==> config.mk <==
export PLATFORM = sky130hd
export DESIGN_NAME = sliding_window_reorder_receiver_top
export DESIGN_NICKNAME = d
export VERILOG_FILES = /design/src/rtl/swrr_pkg.sv /design/src/rtl/swrr_alu.sv /design/src/rtl/swrr_slots.sv /design/src/rtl/sliding_window_reorder_receiver_top.sv
export SDC_FILE = /design/constraint.sdc
export NUM_CORES = 1
export LEC_CHECK = 0
export BUFFER_PORTS_ARGS = -buffer_cell sky130_fd_sc_hd__buf_2
export CORE_ASPECT_RATIO = 0.8
export CORE_MARGIN = 2
export CORE_UTILIZATION = 45
export DETAILED_ROUTE_END_ITERATION = 8
export PLACE_DENSITY = 0.7
export SLEW_MARGIN = 20
export SYNTH_ARGS = -nofsm -noshare
export SYNTH_HDL_FRONTEND = slang
export SYNTH_SLANG_ARGS = --single-unit
==> constraint.sdc <==
create_clock -name clock -period 10.8 [get_ports clock]
set_input_delay 2.16 -clock clock [delete_from_list [all_inputs] [get_ports clock]]
set_output_delay 2.16 -clock clock [all_outputs]
set_load 0.05 [all_outputs]
==> src/rtl/swrr_pkg.sv <==
// Shared types and constants for the sliding-window reorder receiver.
package swrr_pkg;

   localparam int SEQ_W     = 32;
   localparam int FLG_W     = 8;
   localparam int REF_W     = 16;
   localparam int LEN_W     = 11;
   localparam int KIND_W    = 2;
   localparam int CSR_IDX_W = 4;

   localparam logic [CSR_IDX_W-1:0] CSR_SYN_CODE     = 4'd0;
   localparam logic [CSR_IDX_W-1:0] CSR_ACK_CODE     = 4'd1;
   localparam logic [CSR_IDX_W-1:0] CSR_SYN_ACK_CODE = 4'd2;
   localparam logic [CSR_IDX_W-1:0] CSR_FIN_MASK     = 4'd3;

   localparam logic [FLG_W-1:0] SYN_CODE_RST     = 8'd1;
   localparam logic [FLG_W-1:0] ACK_CODE_RST     = 8'd2;
   localparam logic [FLG_W-1:0] SYN_ACK_CODE_RST = 8'd3;
   localparam logic [FLG_W-1:0] FIN_MASK_RST     = 8'd4;

   typedef enum logic [KIND_W-1:0] {
      KIND_DELIVER = 2'd0,
      KIND_ACK     = 2'd1,
      KIND_SYN_ACK = 2'd2,
      KIND_ABORT   = 2'd3
   } kind_type;

   typedef enum logic [4:0] {
      PH_WAIT_SYN  = 5'b00001,
      PH_WAIT_ACK  = 5'b00010,
      PH_CONNECTED = 5'b00100,
      PH_CLOSED    = 5'b01000,
      PH_ABORTED   = 5'b10000
   } phase_type;

   typedef enum logic [5:0] {
      ST_IDLE  = 6'b000001,
      ST_EVAL  = 6'b000010,
      ST_STORE = 6'b000100,
      ST_RDREQ = 6'b001000,
      ST_DELIV = 6'b010000,
      ST_ACK   = 6'b100000
   } state_type;

   typedef struct packed {
      logic wr;
      logic clr;
   } slot_op_type;

endpackage

==> src/rtl/swrr_alu.sv <==
// Shared sequence-number unit: 33-bit difference and a muxed incrementer.
module swrr_alu (
   input  logic [swrr_pkg::SEQ_W-1:0] seq_a,
   input  logic [swrr_pkg::SEQ_W-1:0] exp_b,
   input  logic                       inc_sel_seq,
   output logic [swrr_pkg::SEQ_W:0]   diff,
   output logic [swrr_pkg::SEQ_W-1:0] inc
);
   import swrr_pkg::*;

   logic [SEQ_W-1:0] inc_op;

   assign diff   = {1'b0, seq_a} - {1'b0, exp_b};
   assign inc_op = inc_sel_seq ? seq_a : exp_b;
   assign inc    = inc_op + SEQ_W'(1);

endmodule

==> src/rtl/swrr_slots.sv <==
// Slot table: valid flags in flops, descriptors in a registered-read memory.
module swrr_slots #(
   parameter int WINDOW = 16,
   parameter int IDX_W  = 4
) (
   input  logic                       clock,
   input  logic                       reset,
   input  swrr_pkg::slot_op_type      op,
   input  logic [IDX_W-1:0]           wr_addr,
   input  logic [swrr_pkg::REF_W-1:0] wr_ref,
   input  logic [swrr_pkg::LEN_W-1:0] wr_len,
   input  logic                       wr_fin,
   input  logic [IDX_W-1:0]           rd_addr,
   output logic                       wr_vld,
   output logic                       rd_vld,
   output logic [swrr_pkg::REF_W-1:0] rd_ref,
   output logic [swrr_pkg::LEN_W-1:0] rd_len,
   output logic                       rd_fin
);
   import swrr_pkg::*;

   localparam int ENT_W = REF_W + LEN_W + 1;

   logic [WINDOW-1:0] valid_ff;
   logic [ENT_W-1:0]  mem [WINDOW];
   logic [ENT_W-1:0]  rd_q_ff;

   assign wr_vld = valid_ff[wr_addr];
   assign rd_vld = valid_ff[rd_addr];

   always_ff @(posedge clock) begin
      if (reset) begin
         valid_ff <= '0;
      end else begin
         if (op.wr) begin
            valid_ff[wr_addr] <= 1'b1;
         end
         if (op.clr) begin
            valid_ff[rd_addr] <= 1'b0;
         end
      end
   end

   always_ff @(posedge clock) begin
      if (op.wr) begin
         mem[wr_addr] <= {wr_fin, wr_len, wr_ref};
      end
      rd_q_ff <= mem[rd_addr];
   end

   assign rd_ref = rd_q_ff[REF_W-1:0];
   assign rd_len = rd_q_ff[REF_W+LEN_W-1:REF_W];
   assign rd_fin = rd_q_ff[ENT_W-1];

endmodule

==> src/rtl/sliding_window_reorder_receiver_top.sv <==
// Top level: handshake, window check and in-order release sequencer.
//
// Usage:
//   Request channel: drive req_* with start high; the request is taken at an
//   edge where busy is low. busy stays high until the request is finished.
//   Results appear on rsp_* for one cycle each, marked by rsp_valid; the
//   receiver cannot stall them. rsp_last marks the final result of a request.
//   CSR channel: csr_index/csr_wdata taken when csr_valid and csr_ready are
//   high; csr_ready is high while the block is idle. Unknown indexes ignored.
//   Sequencer states per request (busy states after the accept edge):
//     handshake, old, closed or out-of-window request: evaluate state only; the
//     result (if any) on the following cycle.
//     in-window request: evaluate, store, then per released packet a slot-memory
//     read and a delivery on the single sequence incrementer, then a final read
//     and the ack; the final read is skipped when the release ends at a FIN or
//     the last sequence number. Each result shows in the cycle after its state.
//   Reset: link returns to waiting for SYN at sequence 0, slots emptied,
//   CSRs return to their defaults. No clearing pass is needed.
module sliding_window_reorder_receiver_top #(
   parameter int WINDOW      = 16,
   parameter int PAYLOAD_MAX = 1024,
   parameter int REF_BITS    = 16
) (
   input  logic                           clock,
   input  logic                           reset,
   input  logic                           start,
   output logic                           busy,
   input  logic [swrr_pkg::SEQ_W-1:0]     req_seq_no,
   input  logic [swrr_pkg::FLG_W-1:0]     req_flags,
   input  logic [swrr_pkg::REF_W-1:0]     req_payload_ref,
   input  logic [swrr_pkg::LEN_W-1:0]     req_payload_len,
   output logic                           rsp_valid,
   output logic [swrr_pkg::KIND_W-1:0]    rsp_kind,
   output logic [swrr_pkg::SEQ_W-1:0]     rsp_seq_no_out,
   output logic [swrr_pkg::FLG_W-1:0]     rsp_flags_out,
   output logic [swrr_pkg::REF_W-1:0]     rsp_payload_ref_out,
   output logic [swrr_pkg::LEN_W-1:0]     rsp_payload_len_out,
   output logic                           rsp_is_fin,
   output logic                           rsp_last,
   input  logic                           csr_valid,
   output logic                           csr_ready,
   input  logic [swrr_pkg::CSR_IDX_W-1:0] csr_index,
   input  logic [swrr_pkg::FLG_W-1:0]     csr_wdata
);
   import swrr_pkg::*;

   localparam int IDX_W = (WINDOW > 1) ? $clog2(WINDOW) : 1;
   localparam int CNT_W = $clog2(WINDOW + 1);
   localparam logic [15:0] PMAX = 16'(PAYLOAD_MAX);
   localparam logic [REF_W-1:0] REF_MASK =
      (REF_BITS >= REF_W) ? {REF_W{1'b1}} : REF_W'((64'd1 << REF_BITS) - 64'd1);
   localparam logic [IDX_W-1:0] HEAD_LAST = IDX_W'(WINDOW - 1);
   localparam logic [IDX_W:0]   WIN_SUM   = (IDX_W + 1)'(WINDOW);
   localparam logic [CNT_W-1:0] WIN_CNT   = CNT_W'(WINDOW);
   localparam logic [SEQ_W-1:0] WIN_SEQ   = SEQ_W'(WINDOW);

   state_type        state_ff, state_in;
   phase_type        phase_ff, phase_in;
   logic [SEQ_W-1:0] exp_ff, exp_in;
   logic [IDX_W-1:0] head_ff, head_in;
   logic [IDX_W-1:0] off_ff, off_in;
   logic [CNT_W-1:0] cnt_ff, cnt_in;
   logic [SEQ_W-1:0] seq_ff, seq_in;
   logic [FLG_W-1:0] flg_ff, flg_in;
   logic [REF_W-1:0] ref_ff, ref_in;
   logic [LEN_W-1:0] len_ff, len_in;

   logic [FLG_W-1:0] syn_code_ff, ack_code_ff, syn_ack_code_ff, fin_mask_ff;

   logic             rsp_valid_ff;
   kind_type         rsp_kind_ff;
   logic [SEQ_W-1:0] rsp_seq_ff;
   logic [FLG_W-1:0] rsp_flg_ff;
   logic [REF_W-1:0] rsp_ref_ff;
   logic [LEN_W-1:0] rsp_len_ff;
   logic             rsp_fin_ff;
   logic             rsp_last_ff;

   logic             out_fire;
   kind_type         out_kind;
   logic [SEQ_W-1:0] out_seq;
   logic [FLG_W-1:0] out_flg;
   logic [REF_W-1:0] out_ref;
   logic [LEN_W-1:0] out_len;
   logic             out_fin;
   logic             out_last;

   logic [SEQ_W:0]   diff;
   logic [SEQ_W-1:0] inc;
   logic             inc_sel_seq;
   logic             in_win;
   logic [FLG_W-1:0] want;
   logic [IDX_W-1:0] head_next;
   logic [IDX_W:0]   slot_sum;
   logic [IDX_W-1:0] slot_idx;
   logic [LEN_W-1:0] len_sat;

   slot_op_type      slot_op;
   logic             wr_vld, rd_vld;
   logic [REF_W-1:0] rd_ref;
   logic [LEN_W-1:0] rd_len;
   logic             rd_fin;

   assign busy      = (state_ff != ST_IDLE);
   assign csr_ready = !busy;

   assign inc_sel_seq = (state_ff == ST_EVAL) && (phase_ff == PH_CONNECTED);

   swrr_alu u_alu (
      .seq_a       (seq_ff),
      .exp_b       (exp_ff),
      .inc_sel_seq (inc_sel_seq),
      .diff        (diff),
      .inc         (inc)
   );

   assign in_win    = !diff[SEQ_W] && (diff[SEQ_W-1:0] < WIN_SEQ);
   assign want      = (phase_ff == PH_WAIT_SYN) ? syn_code_ff : ack_code_ff;
   assign head_next = (head_ff == HEAD_LAST) ? '0 : head_ff + IDX_W'(1);
   assign slot_sum  = {1'b0, head_ff} + {1'b0, off_ff};
   assign slot_idx  = (slot_sum >= WIN_SUM) ? IDX_W'(slot_sum - WIN_SUM)
                                            : slot_sum[IDX_W-1:0];
   assign len_sat   = ({5'b0, req_payload_len} > PMAX) ? PMAX[LEN_W-1:0]
                                                       : req_payload_len;

   swrr_slots #(
      .WINDOW (WINDOW),
      .IDX_W  (IDX_W)
   ) u_slots (
      .clock   (clock),
      .reset   (reset),
      .op      (slot_op),
      .wr_addr (slot_idx),
      .wr_ref  (ref_ff),
      .wr_len  (len_ff),
      .wr_fin  ((flg_ff & fin_mask_ff) != '0),
      .rd_addr (head_ff),
      .wr_vld  (wr_vld),
      .rd_vld  (rd_vld),
      .rd_ref  (rd_ref),
      .rd_len  (rd_len),
      .rd_fin  (rd_fin)
   );

   always_comb begin
      state_in = state_ff;
      phase_in = phase_ff;
      exp_in   = exp_ff;
      head_in  = head_ff;
      off_in   = off_ff;
      cnt_in   = cnt_ff;
      seq_in   = seq_ff;
      flg_in   = flg_ff;
      ref_in   = ref_ff;
      len_in   = len_ff;
      out_fire = 1'b0;
      out_kind = KIND_ACK;
      out_seq  = exp_ff;
      out_flg  = '0;
      out_ref  = '0;
      out_len  = '0;
      out_fin  = 1'b0;
      out_last = 1'b1;
      slot_op  = '0;
      case (state_ff)
         ST_IDLE: begin
            if (start) begin
               seq_in   = req_seq_no;
               flg_in   = req_flags;
               ref_in   = req_payload_ref & REF_MASK;
               len_in   = len_sat;
               state_in = ST_EVAL;
            end
         end
         ST_EVAL: begin
            state_in = ST_IDLE;
            if (phase_ff inside {PH_WAIT_SYN, PH_WAIT_ACK}) begin
               if (flg_ff != want || diff != '0) begin
                  out_fire = 1'b1;
                  out_kind = KIND_ABORT;
                  phase_in = PH_ABORTED;
               end else begin
                  exp_in  = inc;
                  head_in = head_next;
                  if (phase_ff == PH_WAIT_SYN) begin
                     out_fire = 1'b1;
                     out_kind = KIND_SYN_ACK;
                     out_seq  = inc;
                     out_flg  = syn_ack_code_ff;
                     phase_in = PH_WAIT_ACK;
                  end else begin
                     phase_in = PH_CONNECTED;
                  end
               end
            end else if (phase_ff == PH_CONNECTED) begin
               if (diff[SEQ_W]) begin
                  out_fire = 1'b1;
                  out_kind = KIND_ACK;
                  out_seq  = inc;
                  out_flg  = ack_code_ff;
               end else if (in_win) begin
                  off_in   = diff[IDX_W-1:0];
                  cnt_in   = '0;
                  state_in = ST_STORE;
               end
            end
         end
         ST_STORE: begin
            slot_op.wr = !wr_vld;
            state_in   = ST_RDREQ;
         end
         ST_RDREQ: begin
            state_in = (rd_vld && cnt_ff < WIN_CNT) ? ST_DELIV : ST_ACK;
         end
         ST_DELIV: begin
            out_fire    = 1'b1;
            out_kind    = KIND_DELIVER;
            out_ref     = rd_ref;
            out_len     = rd_len;
            out_fin     = rd_fin;
            out_last    = 1'b0;
            slot_op.clr = 1'b1;
            cnt_in      = cnt_ff + CNT_W'(1);
            if (exp_ff == '1) begin
               phase_in = PH_CLOSED;
               state_in = ST_ACK;
            end else begin
               exp_in  = inc;
               head_in = head_next;
               if (rd_fin) begin
                  phase_in = PH_CLOSED;
                  state_in = ST_ACK;
               end else begin
                  state_in = ST_RDREQ;
               end
            end
         end
         ST_ACK: begin
            out_fire = 1'b1;
            out_kind = KIND_ACK;
            out_flg  = ack_code_ff;
            state_in = ST_IDLE;
         end
         default: begin
            state_in = ST_IDLE;
         end
      endcase
   end

   always_ff @(posedge clock) begin
      if (reset) begin
         state_ff     <= ST_IDLE;
         phase_ff     <= PH_WAIT_SYN;
         exp_ff       <= '0;
         head_ff      <= '0;
         rsp_valid_ff <= 1'b0;
      end else begin
         state_ff     <= state_in;
         phase_ff     <= phase_in;
         exp_ff       <= exp_in;
         head_ff      <= head_in;
         rsp_valid_ff <= out_fire;
      end
   end

   always_ff @(posedge clock) begin
      off_ff <= off_in;
      cnt_ff <= cnt_in;
      seq_ff <= seq_in;
      flg_ff <= flg_in;
      ref_ff <= ref_in;
      len_ff <= len_in;
      if (out_fire) begin
         rsp_kind_ff <= out_kind;
         rsp_seq_ff  <= out_seq;
         rsp_flg_ff  <= out_flg;
         rsp_ref_ff  <= out_ref;
         rsp_len_ff  <= out_len;
         rsp_fin_ff  <= out_fin;
         rsp_last_ff <= out_last;
      end
   end

   always_ff @(posedge clock) begin
      if (reset) begin
         syn_code_ff     <= SYN_CODE_RST;
         ack_code_ff     <= ACK_CODE_RST;
         syn_ack_code_ff <= SYN_ACK_CODE_RST;
         fin_mask_ff     <= FIN_MASK_RST;
      end else if (csr_valid && csr_ready) begin
         case (csr_index)
            CSR_SYN_CODE:     syn_code_ff     <= csr_wdata;
            CSR_ACK_CODE:     ack_code_ff     <= csr_wdata;
            CSR_SYN_ACK_CODE: syn_ack_code_ff <= csr_wdata;
            CSR_FIN_MASK:     fin_mask_ff     <= csr_wdata;
            default: ;
         endcase
      end
   end

   assign rsp_valid           = rsp_valid_ff;
   assign rsp_kind            = rsp_kind_ff;
   assign rsp_seq_no_out      = rsp_seq_ff;
   assign rsp_flags_out       = rsp_flg_ff;
   assign rsp_payload_ref_out = rsp_ref_ff;
   assign rsp_payload_len_out = rsp_len_ff;
   assign rsp_is_fin          = rsp_fin_ff;
   assign rsp_last            = rsp_last_ff;

   // request completion always lands back in idle
   a_last_idle: assert property (@(posedge clock) disable iff (reset)
      rsp_valid && rsp_last |-> !busy)
      else $error("last result while sequencer busy");

   a_accept_busy: assert property (@(posedge clock) disable iff (reset)
      start && !busy |=> busy)
      else $error("accepted request did not raise busy");

   a_abort_sticky: assert property (@(posedge clock) disable iff (reset)
      phase_ff == PH_ABORTED |=> phase_ff == PH_ABORTED)
      else $error("left aborted phase without reset");

   a_deliver_conn: assert property (@(posedge clock) disable iff (reset)
      rsp_valid && rsp_kind == KIND_DELIVER |->
         phase_ff == PH_CONNECTED || phase_ff == PH_CLOSED)
      else $error("delivery outside connected link");

endmodule

---- Yosys cells after proc, flatten, opt, wreduce, memory -nomap -nowiden ----
Memory sizes are Yosys's and may differ from the RTL's. A register that Yosys moved wholly into a read port is not among the register bits.
Index checks and enable logic that the tools add are counted.
storage, ports and cells
  input bits .............................. 83
  register bits ........................... 243
  output and inout bits ................... 74
  latch bits .............................. 0
  memory bits (writable) .................. 448
  memory bits (read-only) ................. 0
  memories kept ........................... 1
operators by class
  bitwise logic cells ..................... 6
  shift-type cells ........................ 0
  add/sub/neg operators ................... 6
  divide/modulo/power cells ............... 0
  reduce and logical (&&, ||, !) cells .... 25
  order comparisons ....................... 8
  equal/unequal tests ..................... 25
  multiply operators ...................... 0
  multiplexer cells ....................... 70
memory list
  memory       depth  bits a word  rd ports  clocked after Yosys merged registers in  write ports  RTL line          source
  u_slots.mem  16     28           1         1                                        1            swrr_slots.sv:25  logic [ENT_W-1:0] mem [WINDOW];
operators by type and width
  kind                     count
  $mux W32                 10
  $pmux W32 S2             1
  $mux W16                 3
  $mux W8                  6
  $mux W5                  8
  $reduce_bool A33 Y1      1
  $sub A32 B32 Y33         1
  $add A32 B1 Y32 const B  1
  $eq A32 B32 Y1 const B   1
  $lt A32 B5 Y1 const B    1
  $pmux W6 S5              1
  $mux W6                  4
  $mux W4                  5
  $pmux W5 S2              2
  $and A16 B16 Y16         1
  $not A16 Y16             1
  $or A16 B16 Y16          1
  $pmux W8 S2              1
  $mux W3                  5
  $mux W1                  14
  $ne A2 B2 Y1 const B     6
  $gt A11 B11 Y1 const B   1
  $lt A4 B5 Y1 const B     2
  $reduce_and A2 Y1        5
  other kinds (41)         58

---- Logic depth before layout (Yosys ltp) ----
  word-level depth ........................ 12
  gate-level depth with buffers ........... 19
  mapped depth without buffers ............ 14

---- Modules after synthesis ----
From an unflattened synthesis, not the netlist that was laid out.
unflattened totals
  cells, all modules ...................... 1,960
  area, all modules ....................... 30,324.1 um2
modules (own cells, without submodules)
  module                               instances  area each (um2)  cells each  sequential area each (um2)
  swrr_slots                           1          18,231.2         815         14,333.7
  sliding_window_reorder_receiver_top  1          9,092.5          701         6,015.8
  swrr_alu                             1          3,000.4          444         0.0

---- Least setup slack after synthesis ----
OpenSTA, ideal clock, no wires.
  path type ............................... register to register
  from .................................... register seq_ff[11]
  to ...................................... register rsp_flg_ff[0] (netlist: rsp_flags_out[0]) (enable)
  path slack .............................. 5.879 ns
  path buffers ............................ 1
  clock period less this slack ............ 4.921 ns
  arrival time ............................ 4.488 ns
  cell stages (with the launch flop) ...... 13
  required time ........................... 10.367 ns
  path through ............................ edfxtp_1 > ha_1 > buf_2 > a21oi_1 > o21ai_0 > a211oi_1 > nor2_1 > or4_1 > a221oi_1 > or4b_1 > nor4_4 > a31oi_1 > or3_1
on the way
  longest elaborated chain between the ends .. 6
  elaborated cells on any way between the ends .. 8
ends and longest elaborated chain
  element                 RTL line                                    source
  start, declared         sliding_window_reorder_receiver_top.sv:63   logic [SEQ_W-1:0] seq_ff, seq_in;
  start signal, assigned  sliding_window_reorder_receiver_top.sv:269  seq_ff <= seq_in;
  $sub A32 B32 Y33 *      swrr_alu.sv:13                              assign diff = {1'b0, seq_a} - {1'b0, exp_b};
  $reduce_bool A33 Y1     sliding_window_reorder_receiver_top.sv:178  if (flg_ff != want || diff != '0) begin
  $logic_or A1 B1 Y1      sliding_window_reorder_receiver_top.sv:178
  $mux W1                 sliding_window_reorder_receiver_top.sv:178
  $mux W1 *               sliding_window_reorder_receiver_top.sv:177  if (phase_ff inside {PH_WAIT_SYN, PH_WAIT_ACK}) begin
  $pmux W1 S2 *           sliding_window_reorder_receiver_top.sv:165  case (state_ff)
  net out_fire            sliding_window_reorder_receiver_top.sv:79   logic out_fire;
  end signal, assigned    sliding_window_reorder_receiver_top.sv:276  rsp_flg_ff <= out_flg;
  end, declared           sliding_window_reorder_receiver_top.sv:73   logic [FLG_W-1:0] rsp_flg_ff;
The timed path passes the listed nets; every way through them passes the cells marked *.
A chain may end at the register's enable or synchronous reset.

---- Final worst setup path ----
  from .................................... register seq_ff[13]
  to ...................................... register rsp_len_ff[3] (netlist: rsp_payload_len_out[3]) (enable)
on the way
  longest elaborated chain between the ends .. 6
  elaborated cells on any way between the ends .. 8
ends and longest elaborated chain
  element               RTL line                                    source
  $sub A32 B32 Y33 *    swrr_alu.sv:13
  $reduce_bool A33 Y1   sliding_window_reorder_receiver_top.sv:178
  $logic_or A1 B1 Y1    sliding_window_reorder_receiver_top.sv:178
  $mux W1               sliding_window_reorder_receiver_top.sv:178
  $mux W1 *             sliding_window_reorder_receiver_top.sv:177
  $pmux W1 S2 *         sliding_window_reorder_receiver_top.sv:165
  net out_fire          sliding_window_reorder_receiver_top.sv:79
  end signal, assigned  sliding_window_reorder_receiver_top.sv:278  rsp_len_ff <= out_len;
  end, declared         sliding_window_reorder_receiver_top.sv:75   logic [LEN_W-1:0] rsp_len_ff;
Marks and branches as above.

==> results_dict.tcl <==
set metrics [dict create \
    clock.fmax_ghz 0.181 \
    ys.warnings.count 0 \
    power_density_mw_per_mm2 164 \
    rows 86 \
    cts.path.max_buffers 3 \
    critPathCaptureType "register" \
    cts_max_level 3 \
    holdPathStages 2 \
    diodes 0 \
    synthArstFlopShare_pct 0 \
    die_h_um 240 \
    cts_sinks 719 \
    dr_total_vias 19403 \
    holdPathEnd "fin_mask_ff[1]" \
    r2r.worst_path.cells 12 \
    relSlewSlack_pct 31.4 \
    synth_mux_area_share_pct 13.3 \
    dp.final_hpwl_um 50200 \
    status "finished, final reports clean" \
    synth_top_flop_cell "edfxtp_1" \
    nets 2382 \
    synth_cells 2100 \
    vdd_drop_max_uv 162 \
    grt_setup_unrepaired "no" \
    worst_setup_path_start_kind "register" \
    setup-violations-final 0 \
    min_period_ns 5.51 \
    worstReg2RegStart "seq_ff[13]" \
    drt_iter0_markers 1943 \
    synthXorXnorAreaFrac_pct 1.32 \
    gp_congestion 0.974 \
    slew_viol_final 0 \
    drc 0 \
    routed_wl_um 80100 \
    crit_family "compound AO/OA/AOI/OAI gates" \
    ys_ff_latch 719 \
    path_class "reg2reg" \
    area_growth_pct 13.6 \
    final_util_pct 51.6 \
    cts.root.buffer_cell "clkbuf_16" \
    path_max_fanout 38 \
    ctsResizeCount 0 \
    hold_viol 0 \
    ios 157 \
    synth-simple-area-share_pct 8.83 \
    dieArea_mm2 0.0715 \
    gr-total-overflow 0 \
    clk_latency_ns 0.63 \
    n_fill_cell 5585 \
    hp-start "fin_mask_ff[1]" \
    clk_pin_slew_ns 0.05 \
    syn_avg_cell_area_um2 14.9 \
    grt_pass1_vias 19262 \
    finalInstanceArea_mm2 0.0355 \
    arrival_ns 5.75 \
    wl_per_cell_um 24.7 \
    drive_above_1_share_pct 21.5 \
    power_leakage_nw 11.5 \
    post_cts_buffers 0 \
    die_x_um 298 \
    cts_tree "yes" \
    synth_nets 2226 \
    cpMaxStageDelayCell "buf_4" \
    via_per_inst 5.99 \
    initial_utilization_pct 45.4 \
    post_synth_fa_ha_maj_area_fraction_pct 1.77 \
    synth_cell_types 93 \
    skew_ns 0.0233 \
    ys_seq_area_share_pct 65.2 \
    synth-compound-area-share_pct 7.47 \
    path_buf_inv 1 \
    place_area_mm2 0.0331 \
    core_area_mm2 0.0688 \
    slowest_delay_ns 0.64 \
    synth_edf_count 595 \
    drv_cap 0 \
    worstPathRequired_ns 11.04 \
    first_pass_iters 5 \
    cts_buffers 73 \
    tightestPinTransition_ns 1.03 \
    grt_antenna_before_repair 2 \
    detail-route-antenna-nets 0 \
    final.period_utilization_pct 51.0 \
    cp_cell_sequence "ha_1 > a21oi_1 > o21ai_0 > a211oi_1 > nor2_1 > or4_1 > a221oi_1 > or4b_1 > nor4_4 > a31oi_1 > or3_4 > buf_4" \
    hold_class "reg2reg" \
    crit_start "seq_ff[13]" \
    synth_top_family_by_area "multiplexers" \
    grt_pass1_wl_um 120000 \
    syn_area_mm2 0.0312 \
    r2r-end "rsp_payload_len_out[3]" \
    hold_buffers 0 \
    grt_util_all_layers_pct 22.4 \
    fin_setup_tns_ns 0 \
    grt_start_max_net_pins 78 \
    ff2ff_setup_slack_ns 5.29 \
    port_buffers 156 \
]
[through the flow]
step           worst slack (ns)  total power, mW  cells  hold WS [ns]
2_1_floorplan              5.88             3.31   2100         0.432
4_1_cts                    5.25             5.88   3240         0.459
6_report                   5.29             5.83   3240         0.459
5_1_grt                    4.90             6.01   3240         0.486
3_3_place_gp               5.41             3.41   3105         0.440
3_5_place_dp               5.26             3.41   3105         0.451
[power breakdown]
group | leakage, nW | internal, mW | switching, mW
logic | 4.00 | 0.0800 | 0.178
clock network | 1.14 | 1.40 | 1.07
registers | 6.37 | 3.05 | 0.0524
total | 11.5 | 4.53 | 1.30
[registers in the layout, summed over array words and instances, names as in the netlist, 2 cells and up]
signal,flops
u_slots.rd_q_ff,28
ref_ff,16
fin_mask_ff,8
head_ff,4
cnt_ff,5
u_slots.mem,448
off_ff,4
phase_ff,5
state_ff,6
ack_code_ff,8
flg_ff,8
rsp_payload_len_out,11
exp_ff,32
rsp_kind,2
rsp_flags_out,8
seq_ff,32
syn_ack_code_ff,8
syn_code_ff,8
u_slots.valid_ff,16
rsp_seq_no_out,32
rsp_payload_ref_out,16
len_ff,11
[logic make-up (layout without fill, tap and decap cells)]
family / Yosys count / count (layout)
muxes: 227 / 227
xor gates and xnor gates: 47 / 47
and+or+nand+nor: 544 / 544
adders and majority gates: 43 / 43
buffers and inverters: 167 / 383
AOI/OAI and AO/OA: 353 / 353
DFF: 719 / 719
[cells in the mapped netlist (24+ instances only)]
master / count / area, um2
edfxtp_1: 595 / 17900
mux4_2: 149 / 3360
nor2_1: 141 / 529
nand2_1: 135 / 507
dfxtp_1: 124 / 2480
a21oi_1: 85 / 425
o21ai_0: 77 / 385
mux2i_1: 71 / 711
clkbuf_1: 69 / 259
inv_1: 56 / 210
ha_1: 41 / 513
a211oi_1: 38 / 285
and2_1: 37 / 231
nor3_1: 35 / 175
nand3_1: 32 / 160
xnor2_1: 27 / 236
nand4_1: 24 / 150
[cell usage in the layout (no fill, tap or decap), types with 56 or more instances in the layout]
| cell type | netlist | layout |
|---|---|---|
| dfxtp_1 | 124 | 120 |
| inv_1 | 56 | 56 |
| clkbuf_16 | 0 | 75 |
| edfxtp_1 | 595 | 595 |
| buf_2 | 20 | 155 |
| mux2i_1 | 71 | 71 |
| nand2_1 | 135 | 135 |
| mux4_2 | 149 | 149 |
| nor2_1 | 141 | 125 |
| a21oi_1 | 85 | 85 |
| o21ai_0 | 77 | 77 |
[area by class of cell]
| type | count | area [um2] | area share [%] |
|---|---|---|---|
| repair buffers | 191 | 1050 | 2.96 |
| clock buffers | 98 | 1970 | 5.56 |
| well taps | 924 | 1160 | 3.26 |
| flip-flops and latches | 719 | 20400 | 57.4 |
| multi-input cells | 1214 | 10300 | 29.2 |
| clock inverters | 37 | 368 | 1.04 |
| inverters | 57 | 214 | 0.603 |
[how the worst max path moves through the flow]
| stage | cells past startpoint | slack, ns | endpoint |
|---|---|---|---|
| after floorplan | 12 | 5.88 | rsp_flags_out[0] |
| after global placement | 12 | 5.41 | rsp_payload_ref_out[9] |
| final | 12 | 5.29 | rsp_payload_len_out[3] |
| after CTS | 12 | 5.25 | rsp_payload_len_out[3] |
| after detailed placement | 12 | 5.26 | rsp_payload_ref_out[6] |
| after global routing | 12 | 4.90 | rsp_payload_len_out[3] |
[per-layer routing]
| metal | vias up | part of all wire [%] | GRT usage (%) | wire length (um) |
|---|---|---|---|---|
| met4 | 0 | 2.3 | 6.62 | 1860 |
| met2 | 880 | 49 | 37.2 | 39000 |
| met5 | - | 0 | 0 | 0 |
| li1 | 8536 | - | - | - |
| met1 | 9848 | 41 | 30.5 | 33100 |
| met3 | 139 | 7.6 | 3.82 | 6070 |
[worst register-to-register path: cells and delay by family (launching register included)]
| kind | cells | cell delay (ns) |
|---|---|---|
| compound gates | 5 | 1.89 |
| simple gates | 5 | 1.60 |
| buf+inv | 1 | 0.64 |
| flops | 1 | 0.52 |
| fa+ha+maj | 1 | 0.47 |
Note: power is estimated with default switching activity, not from simulation.
